[src/design/ousst_pkg.sv]
// ----------------------------------------------------------------------------
// ousst_pkg
// Shared types and constants for the ordered unique set table.
// ----------------------------------------------------------------------------
package ousst_pkg;

  localparam int CAPACITY   = 16;
  localparam int ELEM_WIDTH = 32;
  localparam int COUNT_W    = $clog2(CAPACITY + 1);
  localparam int IDX_W      = $clog2(CAPACITY);

  localparam logic [1:0] OP_INSERT = 2'd0;
  localparam logic [1:0] OP_REMOVE = 2'd1;
  localparam logic [1:0] OP_MEMBER = 2'd2;
  localparam logic [1:0] OP_READ   = 2'd3;

  localparam logic [1:0] ST_OK    = 2'd0;
  localparam logic [1:0] ST_FULL  = 2'd1;
  localparam logic [1:0] ST_RANGE = 2'd2;

  typedef struct packed {
    logic [1:0]  op;
    logic [31:0] element;
    logic [3:0]  position;
  } item_t;

  typedef struct packed {
    logic        was_member;
    logic [31:0] element_out;
    logic [4:0]  entry_count;
    logic [1:0]  status;
  } result_t;

  typedef struct packed {
    logic capture;
    logic execute;
  } ousst_cmd_t;

endpackage

[src/design/ousst_ctrl.sv]
// ----------------------------------------------------------------------------
// ousst_ctrl
// Sequencer: captures a word, then runs its execute cycle and strobes done.
// ----------------------------------------------------------------------------
module ousst_ctrl (
  input  logic                  clk,
  input  logic                  rst,
  input  logic                  start,
  output logic                  busy,
  output logic                  done,
  output ousst_pkg::ousst_cmd_t cmd
);
  import ousst_pkg::*;

  localparam logic S_IDLE = 1'b0;
  localparam logic S_EXEC = 1'b1;

  logic state;
  logic state_next;

  assign busy        = (state == S_EXEC);
  assign cmd.capture = start && (state == S_IDLE);
  assign cmd.execute = (state == S_EXEC);

  always_comb begin
    state_next = state;
    case (state)
      S_IDLE: begin
        if (start) state_next = S_EXEC;
      end
      S_EXEC: begin
        state_next = S_IDLE;
      end
      default: begin
        state_next = S_IDLE;
      end
    endcase
  end

  always_ff @(posedge clk) begin
    if (rst) begin
      state <= S_IDLE;
      done  <= 1'b0;
    end else begin
      state <= state_next;
      done  <= cmd.execute;
    end
  end

`ifndef ASSERT_OFF
  a_capture_then_exec: assert property (@(posedge clk) disable iff (rst)
    cmd.capture |=> cmd.execute)
    else $error("capture not followed by execute");
  a_exec_then_done: assert property (@(posedge clk) disable iff (rst)
    cmd.execute |=> done && !busy)
    else $error("execute not followed by done");
  a_no_capture_busy: assert property (@(posedge clk) disable iff (rst)
    busy |-> !cmd.capture && !cmd.execute == 1'b0)
    else $error("capture while busy");
`endif

endmodule

[src/design/ousst_datapath.sv]
// ----------------------------------------------------------------------------
// ousst_datapath
// Entry registers, parallel compare, append and gap-closing shift.
// ----------------------------------------------------------------------------
module ousst_datapath (
  input  logic                  clk,
  input  logic                  rst,
  input  ousst_pkg::ousst_cmd_t cmd,
  input  ousst_pkg::item_t      item,
  output ousst_pkg::result_t    result
);
  import ousst_pkg::*;

  logic [ELEM_WIDTH-1:0] entries [CAPACITY];
  logic [COUNT_W-1:0]    count;
  item_t                 item_q;
  logic [CAPACITY-1:0]   match;
  logic [CAPACITY-1:0]   match_q;
  logic [CAPACITY-1:0]   shift_en;
  logic                  hit;
  logic                  do_append;
  logic                  do_remove;
  logic [COUNT_W-1:0]    count_next;
  result_t               result_next;

  always_comb begin
    for (int i = 0; i < CAPACITY; i++) begin
      match[i] = (COUNT_W'(i) < count) && (entries[i] == item.element[ELEM_WIDTH-1:0]);
    end
  end

  always_comb begin
    for (int i = 0; i < CAPACITY; i++) begin
      shift_en[i] = |(match_q & CAPACITY'((2 ** (i + 1)) - 1));
    end
  end

  assign hit = |match_q;

  always_comb begin
    do_append   = 1'b0;
    do_remove   = 1'b0;
    count_next  = count;
    result_next = '0;
    case (item_q.op)
      OP_INSERT: begin
        result_next.was_member = hit;
        if (!hit) begin
          if (count < COUNT_W'(CAPACITY)) begin
            do_append  = 1'b1;
            count_next = count + COUNT_W'(1);
          end else begin
            result_next.status = ST_FULL;
          end
        end
      end
      OP_REMOVE: begin
        result_next.was_member = hit;
        if (hit) begin
          do_remove  = 1'b1;
          count_next = count - COUNT_W'(1);
        end
      end
      OP_MEMBER: begin
        result_next.was_member = hit;
      end
      OP_READ: begin
        if (COUNT_W'(item_q.position) < count) begin
          result_next.element_out = 32'(entries[item_q.position[IDX_W-1:0]]);
        end else begin
          result_next.status = ST_RANGE;
        end
      end
      default: begin
        result_next = '0;
      end
    endcase
    result_next.entry_count = count_next;
  end

  always_ff @(posedge clk) begin
    if (rst) begin
      count <= '0;
    end else if (cmd.execute) begin
      count <= count_next;
    end
  end

  always_ff @(posedge clk) begin
    if (cmd.capture) begin
      item_q  <= item;
      match_q <= match;
    end
    if (cmd.execute) begin
      result <= result_next;
    end
  end

  always_ff @(posedge clk) begin
    for (int i = 0; i < CAPACITY; i++) begin
      if (cmd.execute && do_remove && shift_en[i] && (i < CAPACITY - 1)) begin
        entries[i] <= entries[(i + 1) % CAPACITY];
      end else if (cmd.execute && do_append && (count[IDX_W-1:0] == IDX_W'(i))) begin
        entries[i] <= item_q.element[ELEM_WIDTH-1:0];
      end
    end
  end

`ifndef ASSERT_OFF
  a_count_bound: assert property (@(posedge clk) disable iff (rst)
    count <= COUNT_W'(CAPACITY))
    else $error("count beyond capacity");
  a_unique_match: assert property (@(posedge clk) disable iff (rst)
    cmd.execute |-> $onehot0(match_q))
    else $error("element held more than once");
  a_full_drop: assert property (@(posedge clk) disable iff (rst)
    cmd.execute && (result_next.status == ST_FULL) |=> $stable(count))
    else $error("dropped insert changed count");
`endif

endmodule

[src/design/ordered_unique_set_table_unit.sv]
// ----------------------------------------------------------------------------
// ordered_unique_set_table_unit
// Insertion-ordered store of unique words with insert, remove, member, read.
//
// Input channel: a command word (item) is taken at a rising edge where start
// is high and busy is low. The word is captured together with a parallel
// compare of its element against every held entry; busy then stays high for
// one execute cycle in which the append or the gap-closing shift is applied.
// Output channel: the result word is registered on result, marked by done
// high for exactly one cycle in the cycle right after the execute cycle; it
// is taken at the edge that ends that cycle. The receiver cannot stall; the
// next command may be accepted in the cycle done is high.
// Commands do not overlap: the capture/execute pair of the controller around
// the single compare and update step finishes each command before the next is taken.
// Reset: rst (synchronous) empties the store and idles the controller; entry
// contents are not cleared, only entries below the count are ever read.
// ----------------------------------------------------------------------------
module ordered_unique_set_table_unit (
  input  logic               clk,
  input  logic               rst,
  input  logic               start,
  input  ousst_pkg::item_t   item,
  output logic               busy,
  output logic               done,
  output ousst_pkg::result_t result
);
  import ousst_pkg::*;

  ousst_cmd_t cmd;

  ousst_ctrl u_ctrl (
    .clk   (clk),
    .rst   (rst),
    .start (start),
    .busy  (busy),
    .done  (done),
    .cmd   (cmd)
  );

  ousst_datapath u_datapath (
    .clk    (clk),
    .rst    (rst),
    .cmd    (cmd),
    .item   (item),
    .result (result)
  );

endmodule

[config.mk]
export PLATFORM = sky130hd
export DESIGN_NAME = ordered_unique_set_table_unit
export DESIGN_NICKNAME = d
export VERILOG_FILES = /design/src/design/ousst_pkg.sv /design/src/design/ousst_ctrl.sv /design/src/design/ousst_datapath.sv /design/src/design/ordered_unique_set_table_unit.sv
export SDC_FILE = /design/constraint.sdc
export NUM_CORES = 1
export LEC_CHECK = 0
export ABC_CLOCK_PERIOD_IN_PS = 12800
export BUFFER_PORTS_ARGS = -buffer_cell sky130_fd_sc_hd__buf_2
export CAP_MARGIN = 20
export CORE_MARGIN = 2
export CORE_UTILIZATION = 25
export DETAILED_ROUTE_END_ITERATION = 12
export GPL_ROUTABILITY_DRIVEN = 1
export HOLD_SLACK_MARGIN = 0.02
export PLACE_DENSITY = 0.47
export SLEW_MARGIN = 10
export SYNTH_ARGS = -nofsm -noshare
export SYNTH_HDL_FRONTEND = slang
export SYNTH_SLANG_ARGS = --single-unit
[constraint.sdc]
create_clock -name clk -period 12.8 [get_ports clk]
set_clock_uncertainty 0.15 [all_clocks]
set_input_delay 0.64 -clock clk [delete_from_list [all_inputs] [get_ports clk]]
set_output_delay 0.64 -clock clk [all_outputs]
set_load 0.01 [all_outputs]
==> results.ini, run 1 <==
[cts]
clockBufferDepth = 3
htreeDepth = 3
clock_tree.root_cell = sky130_fd_sc_hd__clkbuf_16
cts.sink_count = 613
register_clock_pin_slew_on_the_reported_worst_setup_and_hold_paths_ns = 0.06
ctsResizeCount = 0
clock_insertion_delay_worst_skew_ns = 0.64
cts_inserted_buffers = 76
postCtsSetupRepairBufs = 0
clock_tree_from_tritoncts = built

[logic_synthesis]
synth_common_cells = sky130_fd_sc_hd__edfxtp_1 (606), sky130_fd_sc_hd__mux2_4 (348), sky130_fd_sc_hd__xor2_1 (312)
synth_edf_count = 606
syn_area_sq_um = 36700
yosys_warnings = 0
synth_area_leaders = sky130_fd_sc_hd__edfxtp_1 (50%), sky130_fd_sc_hd__mux2_4 (14%), sky130_fd_sc_hd__mux4_2 (9.8%)
synth.yosys.seq_area_share_pct = 49.9
post_synth.cell_area_avg_sq_um = 15.5
synthFlopType = sky130_fd_sc_hd__edfxtp_1
area_share_of_the_largest_cell_type_after_synthesis_pct = 49.5
synth.net_count = 2428
async_flop_share_pct = 0
synth_area_leader_cell = sky130_fd_sc_hd__edfxtp_1
ff_latch_count_synth = 613
synthDistinctLibCells = 55
syn_inst = 2376
cell_with_the_most_instances_after_synthesis = sky130_fd_sc_hd__edfxtp_1

[floorplanning]
die_height_um = 387
std_cell_rows = 140
boundaryPins = 83
die-area_sq_um = 150000
initial_cell_density_of_the_core_pct = 25.2
die_x_um = 387
core_area_sq_um = 146000

[grt]
grt_util_all_layers_pct = 19.5
largest_net_degree_at_the_start_of_global_routing = 98
grt_first_pass_wirelength_mm = 203
grt_antenna_before_repair = 25
overflow = 0
first_global_vias = 22600

[timing]
max_freq_mhz = 222
final_min_period_over_clock_period_pct = 35.2
worst_slew_margin_rel_pct = 19.1
rsz_0062_raised_after_global_routing = false
setup-tns-final_ns = 0
slew_viol_final = 0
setup_violations = 0
worstMarginPinSlew_ns = 1.21
final_period_minus_worst_setup_slack_ns = 4.50
count_of_final_hold_check_violations = 0

[finish]
layout-area-overhead-vs-synth_pct = 13.6
n_fill_cell = 14600
drive_above_1_share_pct = 32.3
final_net_count = 2439

[route]
drt_drc_violations_left = 0
drtAntennaViolNets = 0
via_count = 22600
detail_route.first_pass.iterations = 5
drt_first_iter_violations = 2809
route.final.wire_length_mm = 151
vias_per_cell = 5.18
detail_route.wl_per_cell_um = 34.6

[worst_setup_path]
wp_data_required_ns = 12.91
crit_type = reg2reg
path_common_cell = sky130_fd_sc_hd__nand2_2
critPathMaxFanout = 33
worst_path_dominant_cell_family = simple AND/OR/NAND/NOR gates
timing.critical_path.to_type = flop
arrival_time_of_data_at_the_critical_path_endpoint_ns = 4.61
peak_per_stage_delay_on_the_critical_path_ns = 0.94
rrSetupSlack_ns = 8.30
worst_setup_path_start_kind = flop
cp_cell_sequence = or4_1 -> nor4_2 -> buf_4 -> and4_1 -> nand2_2 -> nand2_2
worst-path-buf-inv = 1
critical_path.slowest_cell = sky130_fd_sc_hd__nand2_2

[place]
numPortBuffers = 82
dp.final_hpwl_mm = 117
finalWeightedCongestion = 0.932

[power_and_ir_drop]
overall_power_consumption_w = 0.00502
vdd.ir_drop.worst_v = 0.0000848
powerDensity_nw_per_um2 = 120
power.leakage_nw = 15.0

[worst_hold_path]
min_path_type = in2reg

[run_status]
outcome = complete, no violations

[flow_run]
cap_viol_max_count = 0

==> sequential cells by signal, indices dropped and copies added (netlist names) <==
signal / cells
u_datapath.item_q: 38
u_datapath.entries: 512
u_datapath.count: 5
u_datapath.result: 40
u_datapath.match_q: 16
u_ctrl.busy: 1
u_ctrl.done: 1
==> timing repair <==
item	in CTS	in global routing
endpoints found under the hold margin	2	0
setup endpoints to repair	0	0
hold buffers	2	0
==> logic make-up (layout without fill, tap and decap cells) <==
family	Yosys count	after routing	synth area share, %
AND/OR/NAND/NOR	273	273	4.50
other	0	4	0
XOR/XNOR	512	512	12.2
adder cells (fa/ha/maj)	11	11	0.375
multiplexers	642	642	28.1
buffers and inverters	246	318	3.36
AO/OA/AOI/OAI	79	79	1.53
flip-flops	613	613	49.9
==> report_power, final <==
| part | internal [W] | switching [W] |
|---|---|---|
| clock network | 0.00133 | 0.000907 |
| logic | 0.000167 | 0.000301 |
| registers | 0.00223 | 0.0000835 |
| total | 0.00373 | 0.00129 |
==> path summary, 6_finish.rpt <==
kind	startpoint	end	cells after the start
setup / recovery	u_datapath.match_q[1]$_DFFE_PP_	u_datapath.entries[11][17]$_DFFE_PP_	6
hold / removal	item[1]	u_datapath.item_q[1]$_DFFE_PP_	1
setup reg to reg	u_datapath.match_q[1]$_DFFE_PP_	u_datapath.entries[11][17]$_DFFE_PP_	6
hold reg to reg	u_datapath.entries[10][20]$_DFFE_PP_	u_datapath.entries[9][20]$_DFFE_PP_	1
==> final cells by class <==
type	count	area, sq um	share of cell area (%)
Sequential cell	613	18300	43.9
Multi-Input combinational cell	1517	17300	41.5
Tap cell	1917	2400	5.75
Clock buffer	96	2080	4.99
Timing Repair Buffer	137	993	2.38
Clock inverter	43	423	1.01
Inverter	42	158	0.378
Antenna cell	4	10.0	0.0240
==> cell usage in the layout (no fill, tap or decap), drive strengths merged, types with 2 or more instances in the layout <==
master       count
a2111oi          3
a211oi          32
a21o             5
a21oi            9
a311oi           2
and2             4
and3             3
and4             4
buf            135
bufinv           9
clkbuf          96
clkinv          32
dfxtp            7
diode            4
dlygate4sd3      2
edfxtp         606
ha              11
inv             43
mux2           480
mux2i            2
mux4           160
nand2           31
nand3           24
nand4           60
nor2            18
nor2b            3
nor3            20
nor4            91
nor4b            2
o21ai           16
o41ai            2
or2              2
or3              2
or4              6
xnor2          200
xor2           312
==> metal layers <==
metal,global-route usage [%],vias to the layer above,routed length (um)
met5,0,-,46
met4,6.27,6,5370
met3,3.71,183,12000
met2,29.4,1207,66300
met1,28.1,12100,67400
li1,-,9126,-
==> stage by stage <==
| stage | cells | hold slack [ns] | cell area [sq um] | setup slack [ns] | utilization [%] |
|---|---|---|---|---|---|
| 3_3_place_gp | 4213 | 0.455 | 39000 | 8.46 | 26.7 |
| 2_1_floorplan | 2376 | 0.351 | 36700 | 8.62 | - |
| 4_1_cts | 4361 | 0.0210 | 41600 | 8.37 | 28.6 |
| 3_5_place_dp | 4220 | 0.454 | 39100 | 8.33 | 26.8 |
| 5_1_grt | 4366 | 0.0221 | 41700 | 8.15 | 28.6 |
| 6_report | 4369 | 0.0452 | 41700 | 8.30 | 28.6 |
(Power assumes the default switching activity.)
==> run 2, diff against run 1 <==
- ABC_CLOCK_PERIOD_IN_PS: 12800 -> 4200
- clock period: 12.8 -> 4.2 ns (I/O delays scaled with it)
==> results.ini, run 2 (synthesized netlist as in run 1, its figures left out) <==
[timing]
final_period_minus_worst_setup_slack_ns = 3.70  ; -0.799 ns
final_min_period_over_clock_period_pct = 88.2  ; +53 points
rsz_0062_raised_after_global_routing = false
post-route-worst-setup-slack_ns = 0.496  ; -7.80 ns
worstMarginPinSlew_ns = 1.11  ; -0.107 ns
worst_slew_margin_rel_pct = 25.5  ; +6.3 points
setup_violations = 0  ; unchanged
setup-tns-final_ns = 0  ; unchanged
count_of_final_hold_check_violations = 0  ; unchanged
slew_viol_final = 0  ; unchanged
max_freq_mhz = 270  ; +22%

[worst_setup_path]
rrSetupSlack_ns = 0.50  ; -7.80 ns
wp_data_required_ns = 4.36  ; -8.55 ns
crit_path_end = u_datapath.entries[3][25]$_DFFE_PP_
timing.rr.end = u_datapath.entries[3][25]$_DFFE_PP_
critPathMaxFanout = 33  ; unchanged
timing.critical_path.to_type = flop
reg2regPathDepth = 7  ; +1
worst_setup_path_start_kind = flop
worst_r2r_startpoint = u_datapath.match_q[0]$_DFFE_PP_
setup.worst_path.start = u_datapath.match_q[0]$_DFFE_PP_
arrival_time_of_data_at_the_critical_path_endpoint_ns = 3.87  ; -0.74 ns
crit_type = reg2reg

[floorplanning]
die_x_um = 387  ; unchanged
boundaryPins = 83  ; unchanged
initial_cell_density_of_the_core_pct = 25.2  ; unchanged
die-area_sq_um = 150000  ; unchanged
die_height_um = 387  ; unchanged
core_area_sq_um = 146000  ; unchanged
std_cell_rows = 140  ; unchanged

[route]
via_count = 22500  ; -0.61%
detail_route.wl_per_cell_um = 33.3  ; -3.7%
route.final.wire_length_mm = 148  ; -2.2%
drt_drc_violations_left = 0  ; unchanged
drt_first_iter_violations = 2780  ; -1.0%
drtAntennaViolNets = 0  ; unchanged
detail_route.first_pass.iterations = 5  ; unchanged
vias_per_cell = 5.07  ; -2.1%

[grt]
groute.layer.met1.usage_pct = 26.0  ; -2.1 points
overflow = 0  ; unchanged
largest_net_degree_at_the_start_of_global_routing = 49  ; -50%
grt_antenna_before_repair = 15  ; -40%
grt_most_used_layer = met2
first_global_vias = 22900  ; +1.6%
grt_util_met3_pct = 3.38  ; -0.34 points
grt_first_pass_wirelength_mm = 201  ; -1.4%
gr-usage-met2_pct = 30.2  ; +0.83 points
grt_util_all_layers_pct = 19.2  ; -0.30 points

[place]
numPortBuffers = 82  ; unchanged
dp.final_hpwl_mm = 115  ; -1.4%
finalWeightedCongestion = 1.00  ; +7.5%
preCtsSetupSlack_ns = 0.579  ; -7.75 ns

[run_status]
outcome = complete, no violations

[cts]
register_clock_pin_slew_on_the_reported_worst_setup_and_hold_paths_ns = 0.06  ; about the same
clockBufferDepth = 3  ; unchanged
clock_tree.root_cell = sky130_fd_sc_hd__clkbuf_16
cts_inserted_buffers = 77  ; +1.3%
htreeDepth = 3  ; unchanged
clock_tree_from_tritoncts = built
cts.sink_count = 613  ; unchanged
clock_insertion_delay_worst_skew_ns = 0.66  ; +0.02 ns
ctsResizeCount = 0  ; unchanged

[finish]
biggestRegsByFlops = u_datapath.entries (512), u_datapath.result (40), u_datapath.item_q (38)
final_core_utilization_pct = 29.2  ; +0.51 points
top_register = u_datapath.entries
multiInputGateArea_sq_um = 17300  ; about the same
n_fill_cell = 14600  ; -0.048%
layout-area-overhead-vs-synth_pct = 15.6
drive_above_1_share_pct = 33.5  ; +1.2 points
ff_latch_area_sq_um = 18300  ; unchanged
most_frequent_standard_cell_in_the_layout_excluding_fill_and_tap_cells = sky130_fd_sc_hd__edfxtp_1
largest_reg_flops = 512  ; unchanged
final_net_count = 2510  ; +2.9%
most-common-layout-cells = sky130_fd_sc_hd__edfxtp_1 (606), sky130_fd_sc_hd__mux2_4 (348), sky130_fd_sc_hd__xor2_1 (312)

[power_and_ir_drop]
powerDensity_nw_per_um2 = 363  ; +200%
vdd.ir_drop.worst_v = 0.000273  ; +220%
power.leakage_nw = 15.4  ; +2.6%
overall_power_consumption_w = 0.0154  ; +210%

[flow_run]
cap_viol_max_count = 0  ; unchanged

[worst_hold_path]
min_path_type = in2reg

-- run 2: cell count changes in the layout (fill, tap and decap cells not counted), sizes merged --
cell and change:
buf +46, clkinvlp +1, bufinv +1, diode -3, clkbuf -5, dlygate4sd3 +24
clkinv +2, inv +2
-- run 2: area by class of cell --
cell class | count | area share (%)
clock buffers | 91 | 4.76
multi-input cells | 1517 | 40.8
repair buffers | 207 | 4.06
flip-flops and latches | 613 | 43.2
well taps | 1917 | 5.65
diodes | 1 | 0.00589
inverters | 42 | 0.371
clock inverters | 49 | 1.22
-- run 2: layer usage --
| metal | share of wire, % | wire [um] |
|---|---|---|
| met3 | 6.9 | 10200 |
| met5 | 0 | 0 |
| met4 | 4.5 | 6660 |
| met1 | 43 | 63300 |
| met2 | 46 | 67600 |
-- run 2: report_power, final --
group          total [W]  switching, W  internal (W)
combinational    0.00151      0.000966      0.000543
sequential       0.00703      0.000222       0.00680
clock            0.00690       0.00285       0.00406
total             0.0154       0.00404        0.0114
-- run 2: what timing repair did --
| action | CTS | global route |
|---|---|---|
| hold endpoints to repair | 38 | 0 |
| hold buffers | 26 | 0 |
| buffers inserted | 0 | 0 |
-- run 2: worst min path at each step --
stage	startpoint	to	slack, ns	cells after the start
floorplan	rst	u_datapath.count[4]$_SDFFE_PP0P_	0.13	1
global placement	item[0]	u_datapath.item_q[0]$_DFFE_PP_	0.25	1
detailed placement	item[36]	u_datapath.item_q[36]$_DFFE_PP_	0.25	1
CTS	item[23]	u_datapath.item_q[23]$_DFFE_PP_	0.04	2
global route	item[23]	u_datapath.item_q[23]$_DFFE_PP_	0.08	2
finish	item[26]	u_datapath.item_q[26]$_DFFE_PP_	0.09	2
-- run 2: per-stage QoR --
stage / area, sq um / instances / hold WS [ns]
floorplan: 36700 / 2376 / 0.129
global placement: 39600 / 4264 / 0.252
detailed placement: 39600 / 4268 / 0.254
CTS: 42400 / 4434 / 0.0433
global route: 42500 / 4436 / 0.0791
finish: 42500 / 4437 / 0.0922
-- run 2: worst max-delay path: stages, from the launching register on --
cell and delay, ns:
sky130_fd_sc_hd__edfxtp_1 0.47, sky130_fd_sc_hd__or4_1 0.75, sky130_fd_sc_hd__nor4_2 0.53, sky130_fd_sc_hd__and4_1 0.49, sky130_fd_sc_hd__nand2_2 0.08, sky130_fd_sc_hd__buf_4 0.36
sky130_fd_sc_hd__nand2_2 0.19, sky130_fd_sc_hd__buf_4 0.29
